## src/design/drd_pkg.sv

```systemverilog
// Package for the drive run detector: sizes, mode codes and the command
// and status structs that join the controller and the datapath.
// Depends on nothing; every other design file imports it.
package drd_pkg;

    localparam int CHANNELS     = 8;
    localparam int WINDOW_DEPTH = 8;

    localparam int CH_W    = 3;
    localparam int TIME_W  = 32;
    localparam int VAL_W   = 16;
    localparam int PULSE_W = 32;
    localparam int ST_W    = 16;
    localparam int MODES_W = 16;
    localparam int CNT_W   = 2;

    localparam int CH_IW     = (CHANNELS > 1) ? $clog2(CHANNELS) : 1;
    localparam int HEAD_W    = (WINDOW_DEPTH > 1) ? $clog2(WINDOW_DEPTH) : 1;
    localparam int FILL_W    = $clog2(WINDOW_DEPTH + 1);
    localparam int MEM_DEPTH = CHANNELS * WINDOW_DEPTH;
    localparam int MEM_AW    = (MEM_DEPTH > 1) ? $clog2(MEM_DEPTH) : 1;

    localparam logic [CNT_W-1:0]  CHANGE_LIMIT = 2'd3;
    localparam logic [TIME_W-1:0] START_DELAY  = 32'd2;

    localparam logic [1:0] MODE_DISABLED = 2'd0;
    localparam logic [1:0] MODE_ANALOG   = 2'd1;
    localparam logic [1:0] MODE_PULSE    = 2'd2;
    localparam logic [1:0] MODE_PASS     = 2'd3;

    typedef struct packed {
        logic load_in;
        logic eval;
        logic scan_issue;
        logic commit_max;
        logic load_out;
    } t_cmd;

    typedef struct packed {
        logic push;
        logic scan_last;
        logic out_free;
    } t_status;

endpackage

```

## src/design/drd_if.sv

```systemverilog
// Request and response channel interfaces of the drive run detector.
// Depends on drd_pkg for the field widths.
interface drd_req_if import drd_pkg::*; ();
    logic                valid;
    logic                ready;
    logic [CH_W-1:0]     channel;
    logic [TIME_W-1:0]   time_now;
    logic                drive_ready;
    logic [VAL_W-1:0]    drive_command;
    logic [VAL_W-1:0]    speed_sample;
    logic [PULSE_W-1:0]  pulse_count;
    logic [ST_W-1:0]     sample_time;

    modport source (output valid, channel, time_now, drive_ready, drive_command,
                    speed_sample, pulse_count, sample_time, input ready);
    modport sink   (input valid, channel, time_now, drive_ready, drive_command,
                    speed_sample, pulse_count, sample_time, output ready);
endinterface

interface drd_rsp_if import drd_pkg::*; ();
    logic            valid;
    logic            ready;
    logic [CH_W-1:0] out_channel;
    logic            run_enabled;
    logic            running;
    logic [VAL_W-1:0] encoder_value;

    modport source (output valid, out_channel, run_enabled, running, encoder_value,
                    input ready);
    modport sink   (input valid, out_channel, run_enabled, running, encoder_value,
                    output ready);
endinterface

```

## src/design/drive_run_detector.sv

```systemverilog
// Top level of the drive run detector: joins the sequencer and the datapath.
// Depends on drd_pkg, drd_req_if, drd_rsp_if, drd_ctrl and drd_dpath.
//
// Usage: each request on i_req is one control tick for one feeder drive
// channel. The block answers every request with exactly one response on
// o_rsp carrying the channel, whether it is enabled, its running flag and
// the held encoder value. Channel modes come from a 16-bit register written
// through i_cfg_we and i_cfg_wdata; the user must write it only while no
// request is in flight, which the block itself does not enforce.
//
// Sequence: a request is taken in the idle state and updated in the next
// cycle; its response is loaded into the output register from the done
// state once that register is free. An analog tick that pushes a new speed
// sample also scans the channel's window for its maximum through the single
// read port of the window memory, one entry per cycle, then commits the
// maximum in a drain step that covers the read latency.
//
// Reset (synchronous, active low) clears the mode register, every channel's
// flags, counters, time stamps and held values, and empties all windows.
// If the receiver stalls, the finished response waits in the output
// register; the block takes the next request and holds its finished result
// until the output register is free.
module drive_run_detector import drd_pkg::*; (
    input  logic               i_clk,
    input  logic               i_rst_n,
    input  logic               i_cfg_we,
    input  logic [MODES_W-1:0] i_cfg_wdata,
    drd_req_if.sink            i_req,
    drd_rsp_if.source          o_rsp
);

    t_cmd    w_cmd;
    t_status w_status;

    // Sequencer: owns the request handshake and the step order.
    drd_ctrl u_ctrl (
        .i_clk       (i_clk),
        .i_rst_n     (i_rst_n),
        .i_req_valid (i_req.valid),
        .o_req_ready (i_req.ready),
        .i_status    (w_status),
        .o_cmd       (w_cmd)
    );

    // Datapath: per-channel state, window memory and the response register.
    drd_dpath u_dpath (
        .i_clk           (i_clk),
        .i_rst_n         (i_rst_n),
        .i_cfg_we        (i_cfg_we),
        .i_cfg_wdata     (i_cfg_wdata),
        .i_cmd           (w_cmd),
        .o_status        (w_status),
        .i_channel       (i_req.channel),
        .i_time_now      (i_req.time_now),
        .i_drive_ready   (i_req.drive_ready),
        .i_drive_command (i_req.drive_command),
        .i_speed_sample  (i_req.speed_sample),
        .i_pulse_count   (i_req.pulse_count),
        .i_sample_time   (i_req.sample_time),
        .i_out_ready     (o_rsp.ready),
        .o_out_valid     (o_rsp.valid),
        .o_out_channel   (o_rsp.out_channel),
        .o_run_enabled   (o_rsp.run_enabled),
        .o_running       (o_rsp.running),
        .o_encoder_value (o_rsp.encoder_value)
    );

    // The sequencer issues at most one command in any cycle.
    a_one_cmd: assert property (@(posedge i_clk) disable iff (!i_rst_n)
        $onehot0({w_cmd.load_in, w_cmd.eval, w_cmd.scan_issue,
                  w_cmd.commit_max, w_cmd.load_out}))
        else $error("more than one datapath command in a cycle");

    // A response is never loaded over one that the receiver has not taken.
    a_no_overwrite: assert property (@(posedge i_clk) disable iff (!i_rst_n)
        w_cmd.load_out |-> (!o_rsp.valid || o_rsp.ready))
        else $error("response register overwritten while stalled");

    // An accepted request is always followed by its update step.
    a_accept_eval: assert property (@(posedge i_clk) disable iff (!i_rst_n)
        (i_req.valid && i_req.ready) |=> (w_cmd.eval && !i_req.ready))
        else $error("accepted request not followed by its update");

    // A window scan ends with the maximum being committed.
    a_scan_commit: assert property (@(posedge i_clk) disable iff (!i_rst_n)
        (w_cmd.scan_issue && w_status.scan_last) |=> w_cmd.commit_max)
        else $error("window scan did not commit its maximum");

endmodule

```

## src/design/drd_ctrl.sv

```systemverilog
// Sequencer of the drive run detector: accepts a request, steps the
// datapath through update, window scan and result hand-off. Uses drd_pkg.
module drd_ctrl import drd_pkg::*; (
    input  logic    i_clk,
    input  logic    i_rst_n,
    input  logic    i_req_valid,
    output logic    o_req_ready,
    input  t_status i_status,
    output t_cmd    o_cmd
);

    localparam logic [2:0] S_IDLE  = 3'd0;
    localparam logic [2:0] S_EVAL  = 3'd1;
    localparam logic [2:0] S_SCAN  = 3'd2;
    localparam logic [2:0] S_DRAIN = 3'd3;
    localparam logic [2:0] S_DONE  = 3'd4;

    logic [2:0] r_state;
    logic [2:0] n_state;

    always_comb begin
        n_state     = r_state;
        o_cmd       = '0;
        o_req_ready = 1'b0;
        unique case (r_state)
            S_IDLE: begin
                o_req_ready = 1'b1;
                if (i_req_valid) begin
                    o_cmd.load_in = 1'b1;
                    n_state       = S_EVAL;
                end
            end
            S_EVAL: begin
                o_cmd.eval = 1'b1;
                n_state    = i_status.push ? S_SCAN : S_DONE;
            end
            S_SCAN: begin
                o_cmd.scan_issue = 1'b1;
                if (i_status.scan_last) begin
                    n_state = S_DRAIN;
                end
            end
            S_DRAIN: begin
                o_cmd.commit_max = 1'b1;
                n_state          = S_DONE;
            end
            S_DONE: begin
                if (i_status.out_free) begin
                    o_cmd.load_out = 1'b1;
                    n_state        = S_IDLE;
                end
            end
            default: begin
                n_state = S_IDLE;
            end
        endcase
    end

    always_ff @(posedge i_clk) begin
        if (!i_rst_n) begin
            r_state <= S_IDLE;
        end else begin
            r_state <= n_state;
        end
    end

endmodule

```

## src/design/drd_dpath.sv

```systemverilog
// Datapath of the drive run detector: request registers, per-channel state,
// the speed window memory with its max scan, and the response register.
// Uses drd_pkg; driven by drd_ctrl through t_cmd and t_status.
module drd_dpath import drd_pkg::*; (
    input  logic               i_clk,
    input  logic               i_rst_n,
    input  logic               i_cfg_we,
    input  logic [MODES_W-1:0] i_cfg_wdata,
    input  t_cmd               i_cmd,
    output t_status            o_status,
    input  logic [CH_W-1:0]    i_channel,
    input  logic [TIME_W-1:0]  i_time_now,
    input  logic               i_drive_ready,
    input  logic [VAL_W-1:0]   i_drive_command,
    input  logic [VAL_W-1:0]   i_speed_sample,
    input  logic [PULSE_W-1:0] i_pulse_count,
    input  logic [ST_W-1:0]    i_sample_time,
    input  logic               i_out_ready,
    output logic               o_out_valid,
    output logic [CH_W-1:0]    o_out_channel,
    output logic               o_run_enabled,
    output logic               o_running,
    output logic [VAL_W-1:0]   o_encoder_value
);

    logic [MODES_W-1:0] r_modes;

    logic [CH_W-1:0]    r_ch;
    logic [TIME_W-1:0]  r_now;
    logic               r_ready;
    logic [VAL_W-1:0]   r_cmd;
    logic [VAL_W-1:0]   r_speed;
    logic [PULSE_W-1:0] r_pulses;
    logic [ST_W-1:0]    r_st;

    logic               r_run   [CHANNELS];
    logic [TIME_W-1:0]  r_stamp [CHANNELS];
    logic [CNT_W-1:0]   r_cnt   [CHANNELS];
    logic [PULSE_W-1:0] r_last  [CHANNELS];
    logic [FILL_W-1:0]  r_fill  [CHANNELS];
    logic [HEAD_W-1:0]  r_head  [CHANNELS];
    logic [VAL_W-1:0]   r_held  [CHANNELS];

    logic [VAL_W-1:0]   r_window [MEM_DEPTH];
    logic [VAL_W-1:0]   r_rd_data;
    logic               r_rd_vld;
    logic [FILL_W-1:0]  r_scan_i;
    logic [FILL_W-1:0]  r_scan_n;
    logic [VAL_W-1:0]   r_max;

    logic               r_out_valid;
    logic [CH_W-1:0]    r_out_ch;
    logic               r_out_en;
    logic               r_out_run;
    logic [VAL_W-1:0]   r_out_enc;

    logic               w_in_range;
    logic [CH_IW-1:0]   w_idx;
    logic [MODES_W-1:0] w_modes_sh;
    logic [1:0]         w_mode;
    logic               c_run;
    logic [TIME_W-1:0]  c_stamp;
    logic [CNT_W-1:0]   c_cnt;
    logic [PULSE_W-1:0] c_last;
    logic [FILL_W-1:0]  c_fill;
    logic [HEAD_W-1:0]  c_head;
    logic [TIME_W-1:0]  w_addend;
    logic [TIME_W-1:0]  w_due_time;
    logic               w_due;
    logic [CNT_W-1:0]   w_cnt_inc;
    logic [MEM_AW-1:0]  w_base;
    logic [VAL_W-1:0]   w_max;

    logic               n_run;
    logic [TIME_W-1:0]  n_stamp;
    logic [CNT_W-1:0]   n_cnt;
    logic [PULSE_W-1:0] n_last;
    logic [FILL_W-1:0]  n_fill;
    logic [HEAD_W-1:0]  n_head;
    logic [VAL_W-1:0]   n_held;
    logic               n_push;

    assign w_in_range = (32'(r_ch) < CHANNELS);
    assign w_idx      = CH_IW'(r_ch);
    assign w_modes_sh = r_modes >> {r_ch, 1'b0};
    assign w_mode     = w_modes_sh[1:0];

    assign c_run   = r_run[w_idx];
    assign c_stamp = r_stamp[w_idx];
    assign c_cnt   = r_cnt[w_idx];
    assign c_last  = r_last[w_idx];
    assign c_fill  = r_fill[w_idx];
    assign c_head  = r_head[w_idx];

    // Analog mode waits the start delay before the first window update.
    assign w_addend   = (w_mode == MODE_ANALOG && c_cnt == '0) ? START_DELAY
                                                               : TIME_W'(r_st);
    assign w_due_time = c_stamp + w_addend;
    assign w_due      = (r_now >= w_due_time);
    assign w_cnt_inc  = (c_cnt < CHANGE_LIMIT) ? c_cnt + CNT_W'(1) : c_cnt;
    assign w_base     = MEM_AW'(int'(w_idx) * WINDOW_DEPTH);

    always_comb begin
        n_run   = c_run;
        n_stamp = c_stamp;
        n_cnt   = c_cnt;
        n_last  = c_last;
        n_fill  = c_fill;
        n_head  = c_head;
        n_held  = r_held[w_idx];
        n_push  = 1'b0;
        unique case (w_mode)
            MODE_ANALOG: begin
                if (!r_ready) begin
                    if (c_run) begin
                        n_run   = 1'b0;
                        n_stamp = r_now;
                        n_held  = '0;
                        n_fill  = '0;
                        n_head  = '0;
                    end
                end else if (!c_run) begin
                    n_run   = 1'b1;
                    n_stamp = r_now;
                    n_cnt   = '0;
                end else if (w_due) begin
                    if (c_cnt == '0) begin
                        n_cnt = CNT_W'(1);
                    end
                    n_stamp = r_now;
                    n_push  = 1'b1;
                    n_head  = (c_head == HEAD_W'(WINDOW_DEPTH - 1)) ? '0
                                                                    : c_head + HEAD_W'(1);
                    n_fill  = (c_fill < FILL_W'(WINDOW_DEPTH)) ? c_fill + FILL_W'(1)
                                                               : c_fill;
                end
            end
            MODE_PULSE: begin
                if (!r_ready) begin
                    if (c_cnt != '0) begin
                        n_cnt   = '0;
                        n_run   = 1'b0;
                        n_stamp = r_now;
                        n_held  = '0;
                    end
                end else begin
                    if (r_pulses != c_last) begin
                        n_last  = r_pulses;
                        n_stamp = r_now;
                        n_cnt   = w_cnt_inc;
                        if (w_cnt_inc >= CHANGE_LIMIT) begin
                            n_run = 1'b1;
                        end
                    end else if (r_now < c_stamp) begin
                        // Clock rollover: restart the timeout.
                        n_stamp = r_now;
                    end else if (c_run && w_due) begin
                        n_run   = 1'b0;
                        n_cnt   = '0;
                        n_stamp = r_now;
                    end
                    n_held = n_run ? r_cmd : '0;
                end
            end
            default: begin
                n_run  = r_ready;
                n_held = r_cmd;
            end
        endcase
    end

    assign w_max = (r_rd_vld && r_rd_data > r_max) ? r_rd_data : r_max;

    assign o_status.push      = w_in_range && n_push;
    assign o_status.scan_last = (FILL_W'(r_scan_i + FILL_W'(1)) == r_scan_n);
    assign o_status.out_free  = !r_out_valid || i_out_ready;

    always_ff @(posedge i_clk) begin
        if (!i_rst_n) begin
            r_modes <= '0;
        end else if (i_cfg_we) begin
            r_modes <= i_cfg_wdata;
        end
    end

    always_ff @(posedge i_clk) begin
        if (i_cmd.load_in) begin
            r_ch     <= i_channel;
            r_now    <= i_time_now;
            r_ready  <= i_drive_ready;
            r_cmd    <= i_drive_command;
            r_speed  <= i_speed_sample;
            r_pulses <= i_pulse_count;
            r_st     <= i_sample_time;
        end
    end

    always_ff @(posedge i_clk) begin
        if (!i_rst_n) begin
            for (int c = 0; c < CHANNELS; c++) begin
                r_run[c]   <= 1'b0;
                r_stamp[c] <= '0;
                r_cnt[c]   <= '0;
                r_last[c]  <= '0;
                r_fill[c]  <= '0;
                r_head[c]  <= '0;
                r_held[c]  <= '0;
            end
        end else begin
            if (i_cmd.eval && w_in_range) begin
                r_run[w_idx]   <= n_run;
                r_stamp[w_idx] <= n_stamp;
                r_cnt[w_idx]   <= n_cnt;
                r_last[w_idx]  <= n_last;
                r_fill[w_idx]  <= n_fill;
                r_head[w_idx]  <= n_head;
                r_held[w_idx]  <= n_held;
            end
            if (i_cmd.commit_max) begin
                r_held[w_idx] <= w_max;
            end
        end
    end

    // Window memory: one write port for the push, one registered read port
    // for the scan.
    always_ff @(posedge i_clk) begin
        if (i_cmd.eval && o_status.push) begin
            r_window[w_base + MEM_AW'(c_head)] <= r_speed;
        end
        r_rd_data <= r_window[w_base + MEM_AW'(r_scan_i)];
    end

    always_ff @(posedge i_clk) begin
        if (!i_rst_n) begin
            r_rd_vld <= 1'b0;
            r_scan_i <= '0;
            r_scan_n <= '0;
            r_max    <= '0;
        end else begin
            r_rd_vld <= i_cmd.scan_issue;
            if (i_cmd.eval) begin
                r_scan_i <= '0;
                r_scan_n <= n_fill;
                r_max    <= '0;
            end else begin
                if (i_cmd.scan_issue) begin
                    r_scan_i <= r_scan_i + FILL_W'(1);
                end
                r_max <= w_max;
            end
        end
    end

    always_ff @(posedge i_clk) begin
        if (!i_rst_n) begin
            r_out_valid <= 1'b0;
        end else if (i_cmd.load_out) begin
            r_out_valid <= 1'b1;
        end else if (i_out_ready) begin
            r_out_valid <= 1'b0;
        end
    end

    always_ff @(posedge i_clk) begin
        if (i_cmd.load_out) begin
            r_out_ch  <= r_ch;
            r_out_en  <= w_in_range && (w_mode != MODE_DISABLED);
            r_out_run <= w_in_range ? r_run[w_idx] : r_ready;
            r_out_enc <= w_in_range ? r_held[w_idx] : r_cmd;
        end
    end

    assign o_out_valid     = r_out_valid;
    assign o_out_channel   = r_out_ch;
    assign o_run_enabled   = r_out_en;
    assign o_running       = r_out_run;
    assign o_encoder_value = r_out_enc;

endmodule

```

## src/flat_wrapper.sv

```systemverilog
// flat-port wrapper written by rule: the top's interface ports become plain ports
module drive_run_detector_flat import drd_pkg::*;
  (i_clk, i_rst_n, i_cfg_we, i_cfg_wdata, i_req_valid, i_req_channel, i_req_time_now, i_req_drive_ready, i_req_drive_command, i_req_speed_sample, i_req_pulse_count, i_req_sample_time, i_req_ready, o_rsp_valid, o_rsp_out_channel, o_rsp_run_enabled, o_rsp_running, o_rsp_encoder_value, o_rsp_ready);
  drd_req_if i_req_i ();
  drd_rsp_if o_rsp_i ();
  input  logic i_clk;
  input  logic i_rst_n;
  input  logic i_cfg_we;
  input  logic [MODES_W-1:0] i_cfg_wdata;
  input wire logic [$bits(i_req_i.valid)-1:0] i_req_valid;
  input wire logic [$bits(i_req_i.channel)-1:0] i_req_channel;
  input wire logic [$bits(i_req_i.time_now)-1:0] i_req_time_now;
  input wire logic [$bits(i_req_i.drive_ready)-1:0] i_req_drive_ready;
  input wire logic [$bits(i_req_i.drive_command)-1:0] i_req_drive_command;
  input wire logic [$bits(i_req_i.speed_sample)-1:0] i_req_speed_sample;
  input wire logic [$bits(i_req_i.pulse_count)-1:0] i_req_pulse_count;
  input wire logic [$bits(i_req_i.sample_time)-1:0] i_req_sample_time;
  output wire logic [$bits(i_req_i.ready)-1:0] i_req_ready;
  output wire logic [$bits(o_rsp_i.valid)-1:0] o_rsp_valid;
  output wire logic [$bits(o_rsp_i.out_channel)-1:0] o_rsp_out_channel;
  output wire logic [$bits(o_rsp_i.run_enabled)-1:0] o_rsp_run_enabled;
  output wire logic [$bits(o_rsp_i.running)-1:0] o_rsp_running;
  output wire logic [$bits(o_rsp_i.encoder_value)-1:0] o_rsp_encoder_value;
  input wire logic [$bits(o_rsp_i.ready)-1:0] o_rsp_ready;
  assign i_req_i.valid = i_req_valid;
  assign i_req_i.channel = i_req_channel;
  assign i_req_i.time_now = i_req_time_now;
  assign i_req_i.drive_ready = i_req_drive_ready;
  assign i_req_i.drive_command = i_req_drive_command;
  assign i_req_i.speed_sample = i_req_speed_sample;
  assign i_req_i.pulse_count = i_req_pulse_count;
  assign i_req_i.sample_time = i_req_sample_time;
  assign i_req_ready = i_req_i.ready;
  assign o_rsp_valid = o_rsp_i.valid;
  assign o_rsp_out_channel = o_rsp_i.out_channel;
  assign o_rsp_run_enabled = o_rsp_i.run_enabled;
  assign o_rsp_running = o_rsp_i.running;
  assign o_rsp_encoder_value = o_rsp_i.encoder_value;
  assign o_rsp_i.ready = o_rsp_ready;
  drive_run_detector u_core (.i_clk(i_clk), .i_rst_n(i_rst_n), .i_cfg_we(i_cfg_we), .i_cfg_wdata(i_cfg_wdata), .i_req(i_req_i), .o_rsp(o_rsp_i));
endmodule
```

## config.mk

```make
export PLATFORM = sky130hd
export DESIGN_NAME = drive_run_detector_flat
export DESIGN_NICKNAME = d
export VERILOG_FILES = /design/src/design/drd_pkg.sv /design/src/design/drd_if.sv /design/src/design/drive_run_detector.sv /design/src/design/drd_ctrl.sv /design/src/design/drd_dpath.sv /design/src/flat_wrapper.sv
export SDC_FILE = /design/constraint.sdc
export NUM_CORES = 2
export LEC_CHECK = 0
export BUFFER_PORTS_ARGS = -buffer_cell sky130_fd_sc_hd__buf_2
export CORE_MARGIN = 3
export CORE_UTILIZATION = 37
export CTS_CLUSTER_SIZE = 30
export DETAILED_ROUTE_END_ITERATION = 7
export RECOVER_POWER = 50
export SYNTH_ARGS = -nofsm -noshare
export SYNTH_HDL_FRONTEND = slang
export SYNTH_SLANG_ARGS = --single-unit
```

## constraint.sdc

```tcl
create_clock -name i_clk -period 26.6 [get_ports i_clk]
set_input_delay 5.32 -clock i_clk [delete_from_list [all_inputs] [get_ports i_clk]]
set_output_delay 5.32 -clock i_clk [all_outputs]
set_load 0.01 [all_outputs]
```

==> flow_metrics.env <==
export IMPL_placementRows=173
export IMPL_synth_seq_cells=1945
export IMPL_failed_checks="max-capacitance violations, max-slew violations"
export IMPL_worstHoldPathType="reg2reg"
export IMPL_antenna_found_initial=4
export IMPL_seq_area_sq_um=57700
export IMPL_cts_sinks=1945
export IMPL_grt_pass1_wl_um=327000
export IMPL_cts_setup_buffers=0
export IMPL_rsz0062_at_grt="false"
export IMPL_hold_slack_ns=0.478
export IMPL_skew_ns=0.0345
export IMPL_grt_total_usage=0.191
export IMPL_clkTransAtPathRegs_ns=0.06
export IMPL_arrival_ns=17.60
export IMPL_yosysTopAreaCellShare=0.677
export IMPL_die_area_sq_um=230000
export IMPL_vias_per_cell=5.72
export IMPL_core_area_sq_um=223000
export IMPL_seq_area_frac_synth=0.695
export IMPL_finalSetupViolations=0
export IMPL_dp_hpwl_um=131000
export IMPL_cp_required_ns=27.05
export IMPL_synth_edff_count=1873
export IMPL_num_io_pins=160
export IMPL_final_antenna_net_count=0
export IMPL_fp_dieH_um=480
export IMPL_via_count=46600
export IMPL_die_w_um=480
export IMPL_crit_type="reg2reg"
export IMPL_insertion_delay_ns=0.83
export IMPL_dr_pass1_iters=5
export IMPL_cts_buffers=200
export IMPL_tightest_slew_ns=6.56
export IMPL_synth_cells=4807
export IMPL_drive_gt1_frac=0.207
export IMPL_yosysTopAreaCell="edfxtp_1"
export IMPL_hold_violations=0
export IMPL_cts_root_buffer="clkbuf_16"
export IMPL_multiInputGateArea_sq_um=23700
export IMPL_timing_final_crit_period_ns=17.15
export IMPL_worst_setup_path_end_kind="flip-flop"
export IMPL_rr_endpoint="u_core.u_dpath.r_last[2][2]"
export IMPL_synth_area_leaders="edfxtp_1, mux4_2, o32ai_1"
export IMPL_r2r_slack_ns=9.45
export IMPL_initial_core_util=0.373
export IMPL_postRouteWirelength_um=224000
export IMPL_place_gp_congestion=0.823
export IMPL_netlist_area_sq_um=83000
export IMPL_synth_nets=5049
export IMPL_status="finished with violations"
export IMPL_grt_overflow_total=0
export IMPL_relSlewSlack=-3.37
export IMPL_reg2reg_depth=12
export IMPL_async_flop_share=0
export IMPL_diodes=0
export IMPL_cts_max_level=4
export IMPL_syn_to_final_growth_pct=12.6
export IMPL_wire_per_inst_um=27.5
export IMPL_startpoint_type="flip-flop"
export IMPL_fin_tns_setup_ns=0
export IMPL_min_to="u_core.u_dpath.r_run[0]"
export IMPL_drt_iter0_drc=5061
export IMPL_cts_tree="built"
export IMPL_power_density_nw_per_um2=72.4
export IMPL_leakage_nw=30.0
export IMPL_cts_hold_buffers=0
export IMPL_nFillCells=19800
export IMPL_slew_violations=2005
export IMPL_hp_start="u_core.u_dpath.r_run[0]"
export IMPL_synth_flop_cell="edfxtp_1"
export IMPL_max_freq_mhz=58.3
export IMPL_cts_buffer_depth=3
export IMPL_grt_pass1_vias=47000
export IMPL_hold_path_depth=2
export IMPL_fin_nets=5246
export IMPL_cap_violations=43
export IMPL_ir_drop_v=0.0000571
export IMPL_post_route_period_util=0.645
export IMPL_grt_max_degree=257
export IMPL_portBuffers=159
export IMPL_drc=0
export IMPL_cts_repair_resized=0
export IMPL_syn_avg_cell_area_sq_um=17.3
export IMPL_yosys_warnings=0
export IMPL_yosysUniqueCellTypes=77
export IMPL_path_max_fanout=87
==> power breakdown <==
group,internal [mW],leakage [nW],switching (mW)
clock,1.51,3.05,1.18
combinational,0.200,8.45,0.405
sequential,3.43,18.5,0.0393
==> critical path, stage by stage (launching register included) <==
cell and delay (ns):
dfxtp_1 2.30, clkbuf_1 1.83, clkbuf_1 4.70, nor2b_1 1.66
a22oi_1 0.73, nand3_1 0.14, a2111oi_0 0.76, nand3_1 0.42
nor4_1 1.79, buf_4 0.69, nor2_1 0.75, mux2i_1 0.81
nor2_1 0.07
==> per-stage QoR <==
step	area [sq um]	worst slack, ns	cells	util	power (mW)
2_1_floorplan	83000	11.98	4807	-	3.92
3_3_place_gp	87700	16.38	7777	0.394	4.12
3_5_place_dp	87700	16.16	7777	0.394	4.13
4_1_cts	93900	16.13	8142	0.421	6.81
5_1_grt	93500	8.34	8142	0.420	7.00
6_report	93500	9.45	8142	0.420	6.76
==> sequential cells by signal, indices dropped and copies added, names as in the netlist, 24 cells and up, named ones only <==
name / count
u_core.u_dpath.r_now: 32
u_core.u_dpath.r_held: 128
u_core.u_dpath.r_stamp: 256
u_core.u_dpath.r_head: 24
u_core.u_dpath.r_last: 256
u_core.u_dpath.r_fill: 32
u_core.u_dpath.r_window: 1024
u_core.u_dpath.r_pulses: 32
==> layout make-up <==
cell class                 count  area share
sequential                  1945       0.617
multi-input combinational   2458       0.254
clock buffer                 246      0.0564
tap                         2975      0.0398
timing repair buffer         329      0.0204
clock inverter               119     0.00986
inverter                      70     0.00282
==> how the worst max path moves through the flow <==
stage	from	end	cells after the start
floorplan	i_req_valid	flip-flop	3
global placement	flip-flop	u_core.u_dpath.r_stamp[1][14]	25
detailed placement	flip-flop	u_core.u_dpath.r_window[0][0]	24
CTS	flip-flop	u_core.u_dpath.r_window[0][11]	24
global route	flip-flop	u_core.u_dpath.r_last[2][1]	12
finish	flip-flop	u_core.u_dpath.r_last[2][2]	12
==> layer usage <==
layer | up-vias | routed length, um | GRT usage
met1 | 24300 | 91100 | 0.261
met5 | - | 0 | 0
li1 | 19900 | - | -
met4 | 0 | 6840 | 0.0600
met3 | 378 | 16100 | 0.0309
met2 | 2016 | 110000 | 0.314
==> Yosys cell counts (61+ instances only) <==
library cell / n
ha_1: 104
nand2_1: 250
mux2i_1: 115
mux4_2: 498
clkbuf_1: 201
nand3_1: 65
o21ai_0: 61
edfxtp_1: 1873
buf_2: 79
inv_1: 68
o32ai_1: 240
dfxtp_1: 72
a21oi_1: 195
nor2_1: 458
==> cells by family (layout without fill, tap and decap cells) <==
logic type / count (synthesis) / after routing / synth area share
xor+xnor: 66 / 66 / 0.00696
flops: 1945 / 1945 / 0.695
compound gates: 656 / 656 / 0.0566
buf+inv: 404 / 764 / 0.0205
fa+ha+maj: 105 / 105 / 0.0159
simple gates: 991 / 991 / 0.0526
mux: 640 / 640 / 0.153
==> layout by cell type (no fill, tap or decap), types with 12 or more instances in the layout <==
master,Yosys,layout
nand2_1,250,250
buf_4,9,136
or4_1,16,16
o21a_1,12,12
clkinv_2,0,46
or3_1,16,16
and2_1,29,29
buf_2,79,104
ha_1,104,103
xor2_1,20,19
mux2i_1,115,123
nand4_1,16,16
mux4_2,498,498
dfxtp_1,72,68
nor3_1,54,54
clkinv_1,1,45
a22oi_1,15,15
nor2b_1,29,29
clkbuf_1,201,125
a21o_1,21,21
mux2_1,0,15
o22ai_1,20,20
o21ai_0,61,62
nor2_1,458,457
nand3_1,65,65
inv_1,68,68
a21oi_1,195,195
clkbuf_16,0,201
o32ai_1,240,240
edfxtp_1,1873,1873
xnor2_1,46,46
Note: power is estimated with default switching activity, not from simulation.
